===== config.mk =====
export PLATFORM = sky130hd
export DESIGN_NAME = pfa_front
export DESIGN_NICKNAME = d
export VERILOG_FILES = /design/src/sv/pfa_pkg.sv /design/src/sv/pfa_front.sv
export SDC_FILE = /design/constraint.sdc
export NUM_CORES = 1
export LEC_CHECK = 0
export BUFFER_PORTS_ARGS = -buffer_cell sky130_fd_sc_hd__clkbuf_2
export CAP_MARGIN = 5
export CORE_UTILIZATION = 56
export CTS_CLUSTER_DIAMETER = 40
export CTS_CLUSTER_SIZE = 40
export DETAILED_ROUTE_END_ITERATION = 10
export PLACE_DENSITY = 0.95
export SYNTH_ARGS = -nofsm -noshare
export SYNTH_HDL_FRONTEND = slang
export SYNTH_SLANG_ARGS = --single-unit

===== constraint.sdc =====
create_clock -name clk -period 7.96 [get_ports clk]
set_input_delay 1.194 -clock clk [delete_from_list [all_inputs] [get_ports clk]]
set_output_delay 1.194 -clock clk [all_outputs]
set_load 0.02 [all_outputs]

===== src/sv/pfa_pkg.sv =====
// ----------------------------------------------------------------------------
// pfa_pkg: shared types and constants of the page frame allocator
// Sizes of the region table and the frame stacks, the request and result
// items, and saturating counter helpers.
// ----------------------------------------------------------------------------
package pfa_pkg;

  localparam int MAX_REGIONS = 16;
  localparam int DIRTY_DEPTH = 1024;
  localparam int POOL_DEPTH  = 1024;
  localparam int FRAME_BITS  = 40;

  localparam int REG_AW   = (MAX_REGIONS > 1) ? $clog2(MAX_REGIONS) : 1;
  localparam int REG_CW   = $clog2(MAX_REGIONS + 1);
  localparam int DIRTY_AW = (DIRTY_DEPTH > 1) ? $clog2(DIRTY_DEPTH) : 1;
  localparam int DIRTY_CW = $clog2(DIRTY_DEPTH + 1);
  localparam int POOL_AW  = (POOL_DEPTH > 1) ? $clog2(POOL_DEPTH) : 1;
  localparam int POOL_CW  = $clog2(POOL_DEPTH + 1);

  localparam logic [2:0] FUNC_ALLOC  = 3'd0;
  localparam logic [2:0] FUNC_FREE   = 3'd1;
  localparam logic [2:0] FUNC_CONTIG = 3'd2;
  localparam logic [2:0] FUNC_ZERO   = 3'd3;
  localparam logic [2:0] FUNC_ADD    = 3'd4;

  localparam logic [1:0] ST_UNCHANGED = 2'd0;
  localparam logic [1:0] ST_ACTIVE    = 2'd1;
  localparam logic [1:0] ST_FREE      = 2'd2;
  localparam logic [1:0] ST_ZEROED    = 2'd3;

  localparam logic [1:0] ERR_NONE     = 2'd0;
  localparam logic [1:0] ERR_REJECTED = 2'd1;
  localparam logic [1:0] ERR_LEAKED   = 2'd2;

  typedef struct packed {
    logic [2:0]  func;
    logic [39:0] frame;
    logic [31:0] count;
  } pfa_req_t;

  typedef struct packed {
    logic        ok;
    logic [39:0] run_frame;
    logic [31:0] run_pages;
    logic [31:0] zero_pages;
    logic [1:0]  new_state;
    logic [31:0] free_total;
    logic [31:0] low_water_mark;
    logic [10:0] dirty_depth_now;
    logic [10:0] pool_depth_now;
    logic [31:0] tail_zeroed_total;
    logic [31:0] failure_total;
    logic [1:0]  error_code;
  } pfa_rsp_t;

  typedef enum logic [2:0] {
    OP_ALLOC, OP_FREE, OP_CONTIG, OP_ZERO, OP_ADD, OP_NONE
  } pfa_op_e;

  typedef struct packed {
    pfa_op_e               op;
    logic [FRAME_BITS-1:0] frame;
    logic [31:0]           count;
  } pfa_cmd_t;

  typedef enum logic [2:0] {
    S_IDLE, S_POP, S_TRIM, S_SCAN_C, S_SCAN_Z, S_RESULT
  } pfa_state_e;

  function automatic logic [31:0] sat_add32(input logic [31:0] a, input logic [31:0] b);
    logic [32:0] s;
    s = {1'b0, a} + {1'b0, b};
    return s[32] ? 32'hFFFF_FFFF : s[31:0];
  endfunction

  function automatic logic [31:0] sat_sub32(input logic [31:0] a, input logic [31:0] b);
    return (a < b) ? 32'd0 : a - b;
  endfunction

endpackage


===== src/sv/pfa_front.sv =====
// ----------------------------------------------------------------------------
// pfa_front: request intake
// Decodes the function code of each item and holds it in a two-entry queue
// until the back end takes it.
// ----------------------------------------------------------------------------
module pfa_front import pfa_pkg::*; (
  input  logic     clk,
  input  logic     rst,
  input  logic     req_valid,
  output logic     req_ready,
  input  pfa_req_t req,
  output logic     cmd_valid,
  input  logic     cmd_ready,
  output pfa_cmd_t cmd
);

  pfa_cmd_t   slot [2];
  logic       wr_ptr;
  logic       rd_ptr;
  logic [1:0] fill;
  pfa_cmd_t   decoded;
  logic       push;
  logic       pop;

  always_comb begin
    decoded.frame = req.frame[FRAME_BITS-1:0];
    decoded.count = req.count;
    unique case (req.func)
      FUNC_ALLOC:  decoded.op = OP_ALLOC;
      FUNC_FREE:   decoded.op = OP_FREE;
      FUNC_CONTIG: decoded.op = OP_CONTIG;
      FUNC_ZERO:   decoded.op = OP_ZERO;
      FUNC_ADD:    decoded.op = OP_ADD;
      default:     decoded.op = OP_NONE;
    endcase
  end

  assign req_ready = (fill != 2'd2);
  assign cmd_valid = (fill != 2'd0);
  assign cmd       = slot[rd_ptr];
  assign push      = req_valid && req_ready;
  assign pop       = cmd_valid && cmd_ready;

  always_ff @(posedge clk) begin
    if (push) begin
      slot[wr_ptr] <= decoded;
    end
  end

  always_ff @(posedge clk) begin
    if (rst) begin
      wr_ptr <= 1'b0;
      rd_ptr <= 1'b0;
      fill   <= 2'd0;
    end else begin
      if (push) begin
        wr_ptr <= ~wr_ptr;
      end
      if (pop) begin
        rd_ptr <= ~rd_ptr;
      end
      fill <= fill + {1'b0, push} - {1'b0, pop};
    end
  end

endmodule


Word-level counts from Yosys, hierarchy flattened
Memories as Yosys holds them, arrays and structs flattened. A register that Yosys moved wholly into a read port is not among the register bits.
Index checks and enable logic that the tools add are counted.
{"block": "totals", "n_memories": 1, "ram_bits": 150, "output_inout_bits": 77, "regBits": 4, "latch_bits": 0, "in_bits": 79, "rom_bits": 0}
{"block": "op_classes", "n_div": 0, "order_cmp": 0, "eq_ne": 5, "shifts": 0, "mux": 5, "n_mul": 0, "n_reduce_logical": 4, "bitwise": 2, "addsub": 2}
{"name": "slot", "words": 2, "word_bits": 75, "read_ports": 1, "rd_clocked_by_memory_dff": 1, "write_ports": 1, "line_no": "pfa_front.sv:17", "source": "pfa_cmd_t slot [2];"}
{"operator": "$pmux W3 S5", "count": 1}
{"operator": "$eq A3 B2 Y1 const B", "count": 2}
{"operator": "$mux W1", "count": 4}
{"operator": "$eq A3 B1 Y1 const B", "count": 1}
{"operator": "$eq A3 B3 Y1 const B", "count": 1}
{"operator": "$logic_not A3 Y1", "count": 1}
{"operator": "$add A2 B1 Y2", "count": 1}
{"operator": "$logic_and A1 B1 Y1", "count": 2}
{"operator": "$ne A2 B2 Y1 const B", "count": 1}
{"operator": "$not A1 Y1", "count": 2}
{"operator": "$reduce_bool A2 Y1", "count": 1}
{"operator": "$sub A2 B1 Y2", "count": 1}

Longest topological paths before layout
{"block": "logic_depth", "ltp_word": 4, "ltp_mapped": 6, "depth_no_buf": 6}

Worst setup path after synthesis
No wires, ideal clock.
{"block": "synth_timing", "path_type": "input -> register", "start": "input req_valid", "end": "memory slot[1][0] (netlist name) (enable)", "required_time_ps": 7518, "path_slack_ps": 4522, "stages": 1, "n_path_buf": 0, "arrival_time_ps": 2996, "setup_ps": 442, "cell_sequence": "and3_1"}
{"block": "synth_via", "elab_chain_len": 3}
{"element": "from (decl)", "line_no": "pfa_front.sv:9", "source": "input logic req_valid,"}
{"element": "$logic_and A1 B1 Y1", "line_no": "pfa_front.sv:41", "source": "assign push = req_valid && req_ready;"}
{"element": "$mux W1", "line_no": "pfa_front.sv:45", "source": "if (push) begin"}
{"element": "$mux W1 (not written as such)", "line_no": "pfa_front.sv:46", "source": "slot[wr_ptr] <= decoded;"}
{"element": "to (decl)", "line_no": "pfa_front.sv:17"}
Every way passes these cells.

==> summary.md <==
| Metric | Value |
|---|---|
| Leakage | 2.75 nW |
| Layout cells sized above 1 | 59.7% |
| Die area | 10600 sq um |
| DR pass1 iterations | 6 |
| Mapped Nets | 345 |
| RSZ-0062 raised after global routing | false |
| Hold Path Class | register to register |
| Antenna cells | 0 |
| Area growth from synthesis to layout | 26.4% |
| Clock transition at path regs | 0.06 ns |
| I/O Buffers | 155 |
| Core Footprint | 9820 sq um |
| Net count, final | 511 |
| Sequential cell area | 4610 sq um |
| Maximum buffer depth of the clock tree | 2 |
| Mean Syn Cell Area | 21.5 sq um |
| Total of cells resized after clock tree synthesis | 0 |
| Num CTS Buffers | 17 |
| Period utilization | 41.8% |
| FILL cells | 617 |
| CTS tree | yes |
| Most common cell after layout, fill and taps aside | clkbuf_2 |
| Max-slew violation count | 0 |
| # IOs | 156 |
| Synth cell types | 26 |
| Row count | 36 |
| Final Hold Viols | 0 |
| Flops & latches, synth | 155 |
| Finished Layout Cells | 577 |
| Setup slack after layout | 4.63 ns |
| Worst slew pin tran | 1.02 ns |
| Largest net degree at the start of global routing | 76 |
| Post-route ant nets | 0 |
| CTS sink cnt | 155 |
| Slew headroom | 31.9% |
| Mapped cell area | 5700 sq um |
| Worst skew pair latency | 0.52 ns |
| Routed WL | 9750 um |
| Post CTS Setup Buffer Count | 0 |
| H-tree levels | 4 |
| Die Ht | 103 um |
| Gr ovfl total | 0 |
| Initial core utilization | 58.0% |
| 1st-iter DRT viols | 136 |
| CP required | 6.77 ns |
| Final min period | 3.33 ns |
| GRT Resource Usage Total | 19.0% |
| Vias in the first global route | 3040 |
| Detailed placement HPWL | 6290 um |
| Drt drc | 0 |
| CP Capture Type | primary output |
| Final setup vio count | 0 |
| Initial antenna violation count | 0 |
| Commonest non-fill, non-tap cells in the layout | 155 x clkbuf_2, 150 x edfxtp_1, 75 x mux2_2, 16 x clkbuf_16 |
| Via count | 2973 |
| # hold bufs at CTS | 0 |
| Worst Clk Skew | 0.00659 ns |
| Status | finished clean |
| Fmax | 300 MHz |
| Syn. warnings | 0 |
| Routability cong. | 0.717 |
| Worst EP arrival | 2.14 ns |
| Share of the yosys chip area belonging to registers | 80.8% |
| Critical path peak fanout | 75 |
| Setup Total Neg Slack | 0 ns |
| Routed len/inst | 16.9 um |
| CTS root buf | clkbuf_8 |
| Max-cap violations | 0 |
| Mapped Cells | 265 |
| Worst Setup Start Kind | register |
| Drt via density | 5.15 |
| Pwr dens | 326 nW/um^2 |
| Setup slack at placement | 4.91 ns |
| CP Class | register to primary output |
| Placed cell count | 545 |
| Die width | 103 um |
| Peak supply drop | 0.193 mV |
| First-pass GRT wire length | 14000 um |
| Area of the multi-input gates | 1020 sq um |
final cells by class:
class                      instances  area share, %
sequential                       155           64.0
multi-input combinational        100           14.1
timing repair buffer             156           10.9
clock buffer                      20           5.90
clock inverter                    12           2.78
tap                              133           2.31
inverter                           1         0.0521
metrics by stage:
| stage | utilization (%) | hold WS, ns | power [mW] | cell area, sq um |
|---|---|---|---|---|
| floorplan | - | 0.472 | 1.39 | 5700 |
| global placement | 67.0 | 0.482 | 1.51 | 6580 |
| detailed placement | 67.0 | 0.507 | 1.53 | 6580 |
| CTS | 73.4 | 0.530 | 2.37 | 7200 |
| global route | 73.4 | 0.552 | 2.43 | 7200 |
| finish | 73.4 | 0.533 | 2.35 | 7200 |
per-layer routing:
| metal | GRT usage, % | vias to the layer above | share of wire, % |
|---|---|---|---|
| li1 | - | 1380 | - |
| met1 | 20.0 | 1469 | 38 |
| met2 | 33.6 | 104 | 54 |
| met3 | 6.58 | 20 | 5.9 |
| met4 | 9.64 | 0 | 1.8 |
| met5 | 0 | - | 0 |
worst max-delay path, cell delays in order, from the launching register on:
cell and delay [ns]:
dfxtp_4 1.00, mux2_2 0.43, clkbuf_2 0.16
Yosys cell counts:
cell type,count,area share (%)
a21o_1,1,0.13
inv_1,1,0.066
dfxtp_1,5,1.8
nand3b_1,1,0.13
a21bo_1,1,0.18
mux2_1,1,0.20
and2b_1,1,0.13
or2_2,1,0.11
clkbuf_1,1,0.066
nor2_1,5,0.33
nand2b_1,1,0.11
buf_6,5,0.99
buf_2,2,0.18
a21bo_2,1,0.18
ha_1,1,0.22
a21oi_1,1,0.088
mux2_2,75,15
buf_4,1,0.13
a32oi_1,1,0.15
nor2b_1,3,0.33
o21ai_0,2,0.18
xor2_1,1,0.15
nand3_1,1,0.088
and3_1,1,0.11
edfxtp_1,150,79
a211oi_1,1,0.13
registers in the layout (all words and copies together) (netlist names), named ones only:
signal,flops
slot,150
fill,2
rd_ptr,1
wr_ptr,1
final timing paths:
| kind | startpoint | end | slack, ns | cells past startpoint |
|---|---|---|---|---|
| min | rd_ptr$_SDFFE_PP0P_ | rd_ptr$_SDFFE_PP0P_ | 0.53 | 2 |
| min reg2reg | rd_ptr$_SDFFE_PP0P_ | rd_ptr$_SDFFE_PP0P_ | 0.53 | 2 |
| max reg2reg | fill[0]$_SDFF_PP0_ | slot[0][4]$_DFFE_PP_ | 5.62 | 4 |
| max | register | cmd[3] | 4.63 | 2 |
power by group:
group	switching (mW)	internal [mW]	leakage (nW)
clock	0.297	0.540	0.295
combinational	0.255	0.194	1.01
sequential	0.0652	0.995	1.45
logic make-up (layout without fill, tap and decap cells):
logic type	Yosys count	in the layout	share of synthesized area, %
adders and majority gates	1	1	0.220
buffers and inverters	10	189	1.43
AOI/OAI and AO/OA	8	8	1.03
and+or+nand+nor	14	14	1.34
xor gates and xnor gates	1	1	0.154
muxes	76	76	15.0
DFF	155	155	80.8
Power figures use the tool's default switching activity.
